===== src/rtl/lrs_pkg.sv =====
// Shared constants for the Life row stepper: field widths, register indexes,
// rule counts and result queue sizing. No dependencies.
package lrs_pkg;

	localparam int MAX_WIDTH_DEF = 64;
	localparam int MAX_HEIGHT    = 4096;

	localparam int INDEX_W    = 12;
	localparam int GWIDTH_W   = 7;
	localparam int HEIGHT_W   = 13;
	localparam int CFG_ADDR_W = 2;
	localparam int CFG_DATA_W = 13;

	localparam logic [CFG_ADDR_W-1:0] REG_GRID_WIDTH  = 2'd0;
	localparam logic [CFG_ADDR_W-1:0] REG_GRID_HEIGHT = 2'd1;

	localparam logic [GWIDTH_W-1:0] GRID_WIDTH_RST  = 7'd64;
	localparam logic [HEIGHT_W-1:0] GRID_HEIGHT_RST = 13'd1;

	localparam int NBR_CNT_W = 4;
	localparam logic [NBR_CNT_W-1:0] BIRTH_COUNT   = 4'd3;
	localparam logic [NBR_CNT_W-1:0] SURVIVE_COUNT = 4'd2;

	localparam int QDEPTH = 4;
	localparam int QPTR_W = $clog2(QDEPTH);
	localparam int QLVL_W = $clog2(QDEPTH + 1);

endpackage


===== src/rtl/lrs_lane.sv =====
// One cell lane: counts the eight neighbors and applies the B3/S23 rule.
// Depends on lrs_pkg.
module lrs_lane (
	input  logic [2:0] above,
	input  logic [2:0] here,
	input  logic [2:0] below,
	output logic       next
);
	import lrs_pkg::*;

	logic [NBR_CNT_W-1:0] count;

	always_comb begin
		count = NBR_CNT_W'(above[0]) + NBR_CNT_W'(above[1]) + NBR_CNT_W'(above[2])
		      + NBR_CNT_W'(here[0])  + NBR_CNT_W'(here[2])
		      + NBR_CNT_W'(below[0]) + NBR_CNT_W'(below[1]) + NBR_CNT_W'(below[2]);
		next  = (count == BIRTH_COUNT) || (here[1] && (count == SURVIVE_COUNT));
	end

endmodule


===== src/rtl/lrs_row_eval.sv =====
// Row evaluator: one lrs_lane per cell, then a merge that gathers the lane
// outputs into a row and clears cells beyond the used width. Depends on lrs_lane.
module lrs_row_eval #(
	parameter int MW = lrs_pkg::MAX_WIDTH_DEF
) (
	input  logic [MW-1:0] above,
	input  logic [MW-1:0] here,
	input  logic [MW-1:0] below,
	input  logic [MW-1:0] mask,
	output logic [MW-1:0] next
);
	// Dead cells are padded on both sides so edge lanes see no neighbors.
	logic [MW+1:0] above_pad;
	logic [MW+1:0] here_pad;
	logic [MW+1:0] below_pad;
	logic [MW-1:0] lane_out;

	assign above_pad = {1'b0, above, 1'b0};
	assign here_pad  = {1'b0, here, 1'b0};
	assign below_pad = {1'b0, below, 1'b0};

	for (genvar i = 0; i < MW; i++) begin : g_lane
		lrs_lane u_lane (
			.above (above_pad[i+2:i]),
			.here  (here_pad[i+2:i]),
			.below (below_pad[i+2:i]),
			.next  (lane_out[i])
		);
	end

	assign next = lane_out & mask;

endmodule


===== src/rtl/lrs_result_queue.sv =====
// Small result queue taking up to two results per cycle and giving one.
// Entries are flops; the head entry drives the output directly. Depends on lrs_pkg.
module lrs_result_queue #(
	parameter int W = 77
) (
	input  logic                      clk,
	input  logic                      arst_n,
	input  logic                      push_a,
	input  logic [W-1:0]              data_a,
	input  logic                      push_b,
	input  logic [W-1:0]              data_b,
	input  logic                      pop,
	output logic [W-1:0]              rd_data,
	output logic [lrs_pkg::QLVL_W-1:0] level
);
	import lrs_pkg::*;

	logic [W-1:0]      mem_q [QDEPTH];
	logic [QPTR_W-1:0] head_q;
	logic [QPTR_W-1:0] tail_q;
	logic [QPTR_W-1:0] tail_b;
	logic [QLVL_W-1:0] count_q;

	// The second result of an item lands behind the first when both arrive.
	assign tail_b = tail_q + QPTR_W'(push_a);

	always_ff @(posedge clk) begin
		if (push_a) begin
			mem_q[tail_q] <= data_a;
		end
		if (push_b) begin
			mem_q[tail_b] <= data_b;
		end
	end

	always_ff @(posedge clk or negedge arst_n) begin
		if (!arst_n) begin
			head_q  <= '0;
			tail_q  <= '0;
			count_q <= '0;
		end else begin
			head_q  <= head_q + QPTR_W'(pop);
			tail_q  <= tail_q + QPTR_W'(push_a) + QPTR_W'(push_b);
			count_q <= count_q + QLVL_W'(push_a) + QLVL_W'(push_b) - QLVL_W'(pop);
		end
	end

	assign rd_data = mem_q[head_q];
	assign level   = count_q;

	a_no_overflow: assert property (@(posedge clk) disable iff (!arst_n)
		count_q <= QLVL_W'(QDEPTH))
		else $error("result queue holds more entries than its depth");

	a_no_underflow: assert property (@(posedge clk) disable iff (!arst_n)
		pop |-> count_q != '0)
		else $error("result queue popped while empty");

	a_idle_hold: assert property (@(posedge clk) disable iff (!arst_n)
		(!pop && !push_a && !push_b) |=> $stable(count_q) && $stable(head_q))
		else $error("result queue moved without a push or pop");

endmodule


===== src/rtl/life_rule_row_stepper.sv =====
// Top level of the Life row stepper: configuration registers, row history,
// two row evaluators and the result queue. Depends on lrs_pkg, lrs_row_eval,
// lrs_result_queue.
// The block computes one generation of Conway's Life (B3/S23) on a grid whose
// edges do not wrap. Rows enter on the s_ stream from the top, one row per
// item. When row r arrives, the next state of row r-1 is queued; when row r is
// the last of the frame, its own next state follows with tlast set and the
// row history clears for the next frame.
// Throughput: one input item per cycle, sustained. Each item yields at most
// one result except the last row of a frame, which yields two; the four-entry
// result queue absorbs that extra result, so a stream of frames runs at one
// row per cycle with m_tready held high.
// With nothing older queued, a result is on m_ the cycle after its row is
// accepted, and the second result of a last row follows it out of the queue. Both evaluators,
// 2 x MAX_WIDTH neighbor-counting lanes, work in the accept cycle.
// When the receiver stalls, s_tready drops once fewer than two queue entries
// are free, so nothing is lost. At reset the queue empties, the row history
// and row counter clear, grid_width returns to 64 and grid_height to 1.
// Registers are written through cfg_we/cfg_addr/cfg_wdata; index 0 is
// grid_width, index 1 is grid_height, other indexes are ignored.
module life_rule_row_stepper #(
	parameter int MAX_WIDTH = lrs_pkg::MAX_WIDTH_DEF
) (
	input  logic                            clk,
	input  logic                            arst_n,
	input  logic                            cfg_we,
	input  logic [lrs_pkg::CFG_ADDR_W-1:0]  cfg_addr,
	input  logic [lrs_pkg::CFG_DATA_W-1:0]  cfg_wdata,
	input  logic                            s_tvalid,
	output logic                            s_tready,
	// s_tdata fields from bit 0: row_cells, then zero fill to whole bytes.
	input  logic [((MAX_WIDTH+7)/8)*8-1:0]  s_tdata,
	output logic                            m_tvalid,
	input  logic                            m_tready,
	// m_tdata fields from bit 0: row_next, row_index, then zero fill.
	output logic [((MAX_WIDTH+lrs_pkg::INDEX_W+7)/8)*8-1:0] m_tdata,
	output logic                            m_tlast
);
	import lrs_pkg::*;

	localparam int OUT_W   = ((MAX_WIDTH + INDEX_W + 7) / 8) * 8;
	localparam int ENTRY_W = MAX_WIDTH + INDEX_W + 1;

	logic [GWIDTH_W-1:0]  grid_width_q;
	logic [HEIGHT_W-1:0]  grid_height_q;
	logic [MAX_WIDTH-1:0] upper_q;
	logic [MAX_WIDTH-1:0] middle_q;
	logic [INDEX_W-1:0]   rows_seen_q;

	logic [GWIDTH_W-1:0]  eff_width;
	logic [HEIGHT_W-1:0]  eff_height;
	logic [MAX_WIDTH-1:0] mask;
	logic [MAX_WIDTH-1:0] cur;
	logic [MAX_WIDTH-1:0] above_b;
	logic [MAX_WIDTH-1:0] next_a;
	logic [MAX_WIDTH-1:0] next_b;
	logic                 in_acc;
	logic                 has_prev;
	logic                 last_row;
	logic                 push_a;
	logic                 push_b;
	logic [ENTRY_W-1:0]   data_a;
	logic [ENTRY_W-1:0]   data_b;
	logic [ENTRY_W-1:0]   head;
	logic [QLVL_W-1:0]    level;
	logic                 pop;

	// Registers take effect at once; out-of-range values are clamped below.
	always_ff @(posedge clk or negedge arst_n) begin
		if (!arst_n) begin
			grid_width_q  <= GRID_WIDTH_RST;
			grid_height_q <= GRID_HEIGHT_RST;
		end else if (cfg_we) begin
			unique case (cfg_addr)
				REG_GRID_WIDTH:  grid_width_q  <= cfg_wdata[GWIDTH_W-1:0];
				REG_GRID_HEIGHT: grid_height_q <= cfg_wdata;
				default: ;
			endcase
		end
	end

	// A width of zero acts as one cell; anything past the lane count saturates.
	always_comb begin
		if (grid_width_q == '0) begin
			eff_width = GWIDTH_W'(1);
		end else if (grid_width_q > GWIDTH_W'(MAX_WIDTH)) begin
			eff_width = GWIDTH_W'(MAX_WIDTH);
		end else begin
			eff_width = grid_width_q;
		end
		for (int i = 0; i < MAX_WIDTH; i++) begin
			mask[i] = GWIDTH_W'(i) < eff_width;
		end
	end

	always_comb begin
		if (grid_height_q == '0) begin
			eff_height = HEIGHT_W'(1);
		end else if (grid_height_q > HEIGHT_W'(MAX_HEIGHT)) begin
			eff_height = HEIGHT_W'(MAX_HEIGHT);
		end else begin
			eff_height = grid_height_q;
		end
	end

	assign in_acc   = s_tvalid && s_tready;
	assign cur      = s_tdata[MAX_WIDTH-1:0] & mask;
	assign has_prev = rows_seen_q != '0;
	// Also true when the height was lowered below the rows already seen.
	assign last_row = ({1'b0, rows_seen_q} + HEIGHT_W'(1)) >= eff_height;

	// Evaluator A finishes the row above the arriving one; evaluator B
	// finishes the arriving row itself when it closes the frame.
	lrs_row_eval #(.MW(MAX_WIDTH)) u_eval_a (
		.above (upper_q),
		.here  (middle_q),
		.below (cur),
		.mask  (mask),
		.next  (next_a)
	);

	assign above_b = has_prev ? middle_q : '0;

	lrs_row_eval #(.MW(MAX_WIDTH)) u_eval_b (
		.above (above_b),
		.here  (cur),
		.below ('0),
		.mask  (mask),
		.next  (next_b)
	);

	assign push_a = in_acc && has_prev;
	assign push_b = in_acc && last_row;
	assign data_a = {1'b0, rows_seen_q - INDEX_W'(1), next_a};
	assign data_b = {1'b1, rows_seen_q, next_b};

	always_ff @(posedge clk or negedge arst_n) begin
		if (!arst_n) begin
			upper_q     <= '0;
			middle_q    <= '0;
			rows_seen_q <= '0;
		end else if (in_acc) begin
			if (last_row) begin
				upper_q     <= '0;
				middle_q    <= '0;
				rows_seen_q <= '0;
			end else begin
				upper_q     <= middle_q;
				middle_q    <= cur;
				rows_seen_q <= rows_seen_q + INDEX_W'(1);
			end
		end
	end

	lrs_result_queue #(.W(ENTRY_W)) u_queue (
		.clk     (clk),
		.arst_n  (arst_n),
		.push_a  (push_a),
		.data_a  (data_a),
		.push_b  (push_b),
		.data_b  (data_b),
		.pop     (pop),
		.rd_data (head),
		.level   (level)
	);

	// Room for two results is kept free so any item can be taken.
	assign s_tready = level <= QLVL_W'(QDEPTH - 2);
	assign m_tvalid = level != '0;
	assign pop      = m_tvalid && m_tready;
	assign m_tdata  = OUT_W'(head[MAX_WIDTH+INDEX_W-1:0]);
	assign m_tlast  = head[ENTRY_W-1];

	a_frame_restart: assert property (@(posedge clk) disable iff (!arst_n)
		(in_acc && last_row) |=> (rows_seen_q == '0) && (middle_q == '0))
		else $error("row history not cleared after the last row of a frame");

	a_row_advance: assert property (@(posedge clk) disable iff (!arst_n)
		(in_acc && !last_row) |=> rows_seen_q == $past(rows_seen_q) + INDEX_W'(1))
		else $error("row counter did not advance on an inner row");

	a_out_hold: assert property (@(posedge clk) disable iff (!arst_n)
		(m_tvalid && !m_tready) |=> m_tvalid && $stable(m_tdata) && $stable(m_tlast))
		else $error("result item changed while waiting for the receiver");

endmodule


===== config.mk =====
export PLATFORM = sky130hd
export DESIGN_NAME = life_rule_row_stepper
export DESIGN_NICKNAME = d
export VERILOG_FILES = /design/src/rtl/lrs_pkg.sv /design/src/rtl/lrs_lane.sv /design/src/rtl/lrs_row_eval.sv /design/src/rtl/lrs_result_queue.sv /design/src/rtl/life_rule_row_stepper.sv
export SDC_FILE = /design/constraint.sdc
export NUM_CORES = 2
export LEC_CHECK = 0
export BUFFER_PORTS_ARGS = -buffer_cell sky130_fd_sc_hd__buf_2
export CORE_MARGIN = 2
export CORE_UTILIZATION = 30
export DETAILED_ROUTE_END_ITERATION = 10
export PLACE_DENSITY = 0.44
export SLEW_MARGIN = 25
export SYNTH_ARGS = -nofsm -noshare
export SYNTH_HDL_FRONTEND = slang
export SYNTH_SLANG_ARGS = --single-unit

===== constraint.sdc =====
create_clock -name clk -period 10.78 [get_ports clk]
set_input_delay 2.156 -clock clk [delete_from_list [all_inputs] [get_ports clk]]
set_output_delay 2.156 -clock clk [all_outputs]
set_load 0.05 [all_outputs]

==> qor.yml <==
status: "completed"
post_cts_resized: 0
n_fill_cell: 13370
dieArea_um2: 135800
clk_latency_ns: 0.67
yosysSeqAreaShare: 0.3360
start_util: 0.3027
tns_ns: 0
critPathLaunchType: "register"
htree_levels: 2
cap_violations: 0
ys.warnings.count: 0
crit_type: "register to register"
wl_per_cell_um: 21.80
antenna_found_initial: 9
cts_max_path_buffers: 3
grt_pass1_wl_um: 193100
postCtsHoldBufs: 0
crit_required_ns: 11.07
grt_use_met3: 0.01778
peakVddDrop_v: 0.0001475
finalMaxSlewViolations: 0
hp-class: "register to register"
final_cells: 5771
pre_cts_ws_ns: 4.560
finalPower_mw: 15.40
post_dp_cell_area_um2: 42700
synth_area_leaders: "edfxtp_1 23%, fa_1 19%, ha_1 11%"
cts_root_buffer: "clkbuf_16"
use_met2: 0.3081
grt_overflow: 0
ioPinCount: 167
finalSetupViolations: 0
skew_ns: 0.02155
gp_congestion: 0.7860
first_global_vias: 29880
dpl.cell_count: 5654
core_area_um2: 131600
antenna_left: 0
drt-initial-drc-count: 2067
die_w_um: 368.5
top_usage_layer: "met2"
io_buffers: 162
fin_nets: 4766
drt-total-wl_um: 125800
row_count: 133
crit_fanout: 89
die-height_um: 368.5
grt_max_degree: 112
cp_slowest_cell: "nand2_4"
whs_ns: 0.4533
yosysUniqueCellTypes: 69
final_util: 0.3412
use_met1: 0.2675
timing.final.crit_share: 0.5572
clock_sinks: 475
tightestPinTransition_ns: 1.063
critPathArrivalTime_ns: 6.29
drive_gt1_frac: 0.1163
vias: 28540
clock.fmax_mhz: 166.5
grt_use_total: 0.1879
synth_top_area_cell: "edfxtp_1"
drc: 0
clk_pin_slew_worst_paths_ns: 0.06
synth_edf_count: 304
syn-cell-area_um2: 39850
cellLeakagePower_nw: 19.95
dpl.hpwl_um: 91150
rsz0062_at_grt: "no"
synth_flop_cell: "edfxtp_1"
end_kind: "register"
fin_ws_ns: 4.773
yosys.area.top_type_share: 0.2291
cts_tree: "done"
vias_per_cell: 4.945
hold_viol_final: 0
cts-buffers-inserted: 61
first_pass_iters: 5
syn_inst: 3860
max-slew-margin-rel: 0.2810
period_minus_slack_ns: 6.007
syn_area_per_cell_um2: 10.32
synth_seq_cells: 475
max_stage_delay_ns: 0.72
crit_chain: "inv_1 > ha_1 > or4b_1 > nand4b_4 > nand2_4 > inv_2 > ha_1 > xnor2_1 > nand4_1 > a21o_4 > nand2_4 > buf_4"
fin_area_um2: 44910
postCtsSetupRepairBufs: 0
area_growth_pct: 12.69
power.density_nw_per_um2: 342.9
synthArstFlopShare: 0.3516
==> cell type report <==
type	count	area (um^2)	share of cell area
clock buffer	74	1648	0.03669
clock inverter	39	476.7	0.01062
tap	1755	2196	0.04890
antenna	2	5.005	0.0001114
timing repair buffer	223	1350	0.03006
multi-input combinational	2383	22760	0.5067
sequential	475	13400	0.2983
inverter	820	3078	0.06854
==> cell usage after synthesis (20+ instances only) <==
cell type and number:
o22ai_1 126, nor3_1 21, or3_1 31, ha_1 338
nor2_1 129, buf_2 58, a31oi_1 22, fa_1 380
clkbuf_1 101, nor4b_1 24, a21oi_1 59, nand2_1 309
o2111ai_1 38, dfrtp_1 165, edfxtp_1 304, mux2_2 25
nor2b_1 39, o21ai_0 247, inv_1 818, and3_1 20
o31ai_1 102, nand2b_1 44, nand3_1 181, mux4_2 77
==> placed cells by master (no fill, tap or decap), types with 11 or more instances in the layout <==
cell type / netlist / final
inv_1: 818 / 818
fa_1: 380 / 380
ha_1: 338 / 338
nand2_1: 309 / 305
edfxtp_1: 304 / 304
o21ai_0: 247 / 245
nand3_1: 181 / 180
dfrtp_1: 165 / 163
buf_2: 58 / 161
nor2_1: 129 / 129
o22ai_1: 126 / 126
o31ai_1: 102 / 101
mux4_2: 77 / 77
clkbuf_16: 0 / 63
a21oi_1: 59 / 59
buf_4: 6 / 57
nand2b_1: 44 / 43
nor2b_1: 39 / 39
o2111ai_1: 38 / 38
or3_1: 31 / 31
mux2_2: 25 / 25
a31oi_1: 22 / 22
nor4b_1: 24 / 21
nor3_1: 21 / 19
and3_1: 20 / 19
a22o_1: 15 / 15
a2111oi_0: 18 / 14
a2111o_1: 15 / 14
clkinv_1: 1 / 12
xnor2_1: 11 / 11
bufinv_16: 0 / 11
==> layer usage <==
layer,vias up,share of wire
met5,-,0
met4,0,0.021
met3,131,0.043
met2,654,0.47
met1,14400,0.47
li1,13350,-
==> logic make-up (layout without fill, tap and decap cells) <==
logic type                 count (synthesis)  after routing  share of synthesized area
xor gates and xnor gates                  21             21                   0.004616
DFF                                      475            475                     0.3360
muxes                                    109            109                    0.05234
and+or+nand+nor                          845            845                     0.1028
other                                      1              6                 0.00009411
adders and majority gates                718            718                     0.2970
buffers and inverters                   1005           1156                    0.09743
AOI/OAI and AO/OA                        686            686                     0.1097
==> power by group <==
part | switching, mW | internal (mW)
Sequential | 0.371 | 2.37
Combinational | 6.58 | 3.86
Clock | 0.885 | 1.34
Total | 7.83 | 7.56
==> worst paths after layout <==
path / startpoint / endpoint / slack [ns] / cells after the start
min reg2reg: u_queue.mem_q[2][76] / u_queue.mem_q[2][76] / 0.45 / 2
max reg2reg: rows_seen_q[0] / u_queue.mem_q[1][37] / 4.77 / 12
min: u_queue.mem_q[2][76] / u_queue.mem_q[2][76] / 0.45 / 2
max: rows_seen_q[0] / u_queue.mem_q[1][37] / 4.77 / 12
min in group asynchronous: arst_n / upper_q[2] / 1.48 / 1
max in group asynchronous: arst_n / middle_q[39] / 8.10 / 2
==> worst max-delay path: cells and delay by family, from the launching register on <==
kind | cells | cell delay, ns
flip-flops | 1 | 0.52
AO/OA/AOI/OAI | 1 | 0.56
buffers and inverters | 3 | 0.90
adder cells (fa/ha/maj) | 2 | 0.47
AND/OR/NAND/NOR | 5 | 2.63
XOR/XNOR | 1 | 0.49
==> sequential cells by signal, summed over array words and instances (netlist names) <==
name,flops
middle_q,64
rows_seen_q,12
u_queue.tail_q,2
upper_q,64
grid_width_q,7
u_queue.mem_q,308
u_queue.head_q,2
grid_height_q,13
u_queue.level,3
No activity file was read; power rests on OpenSTA's default activity.
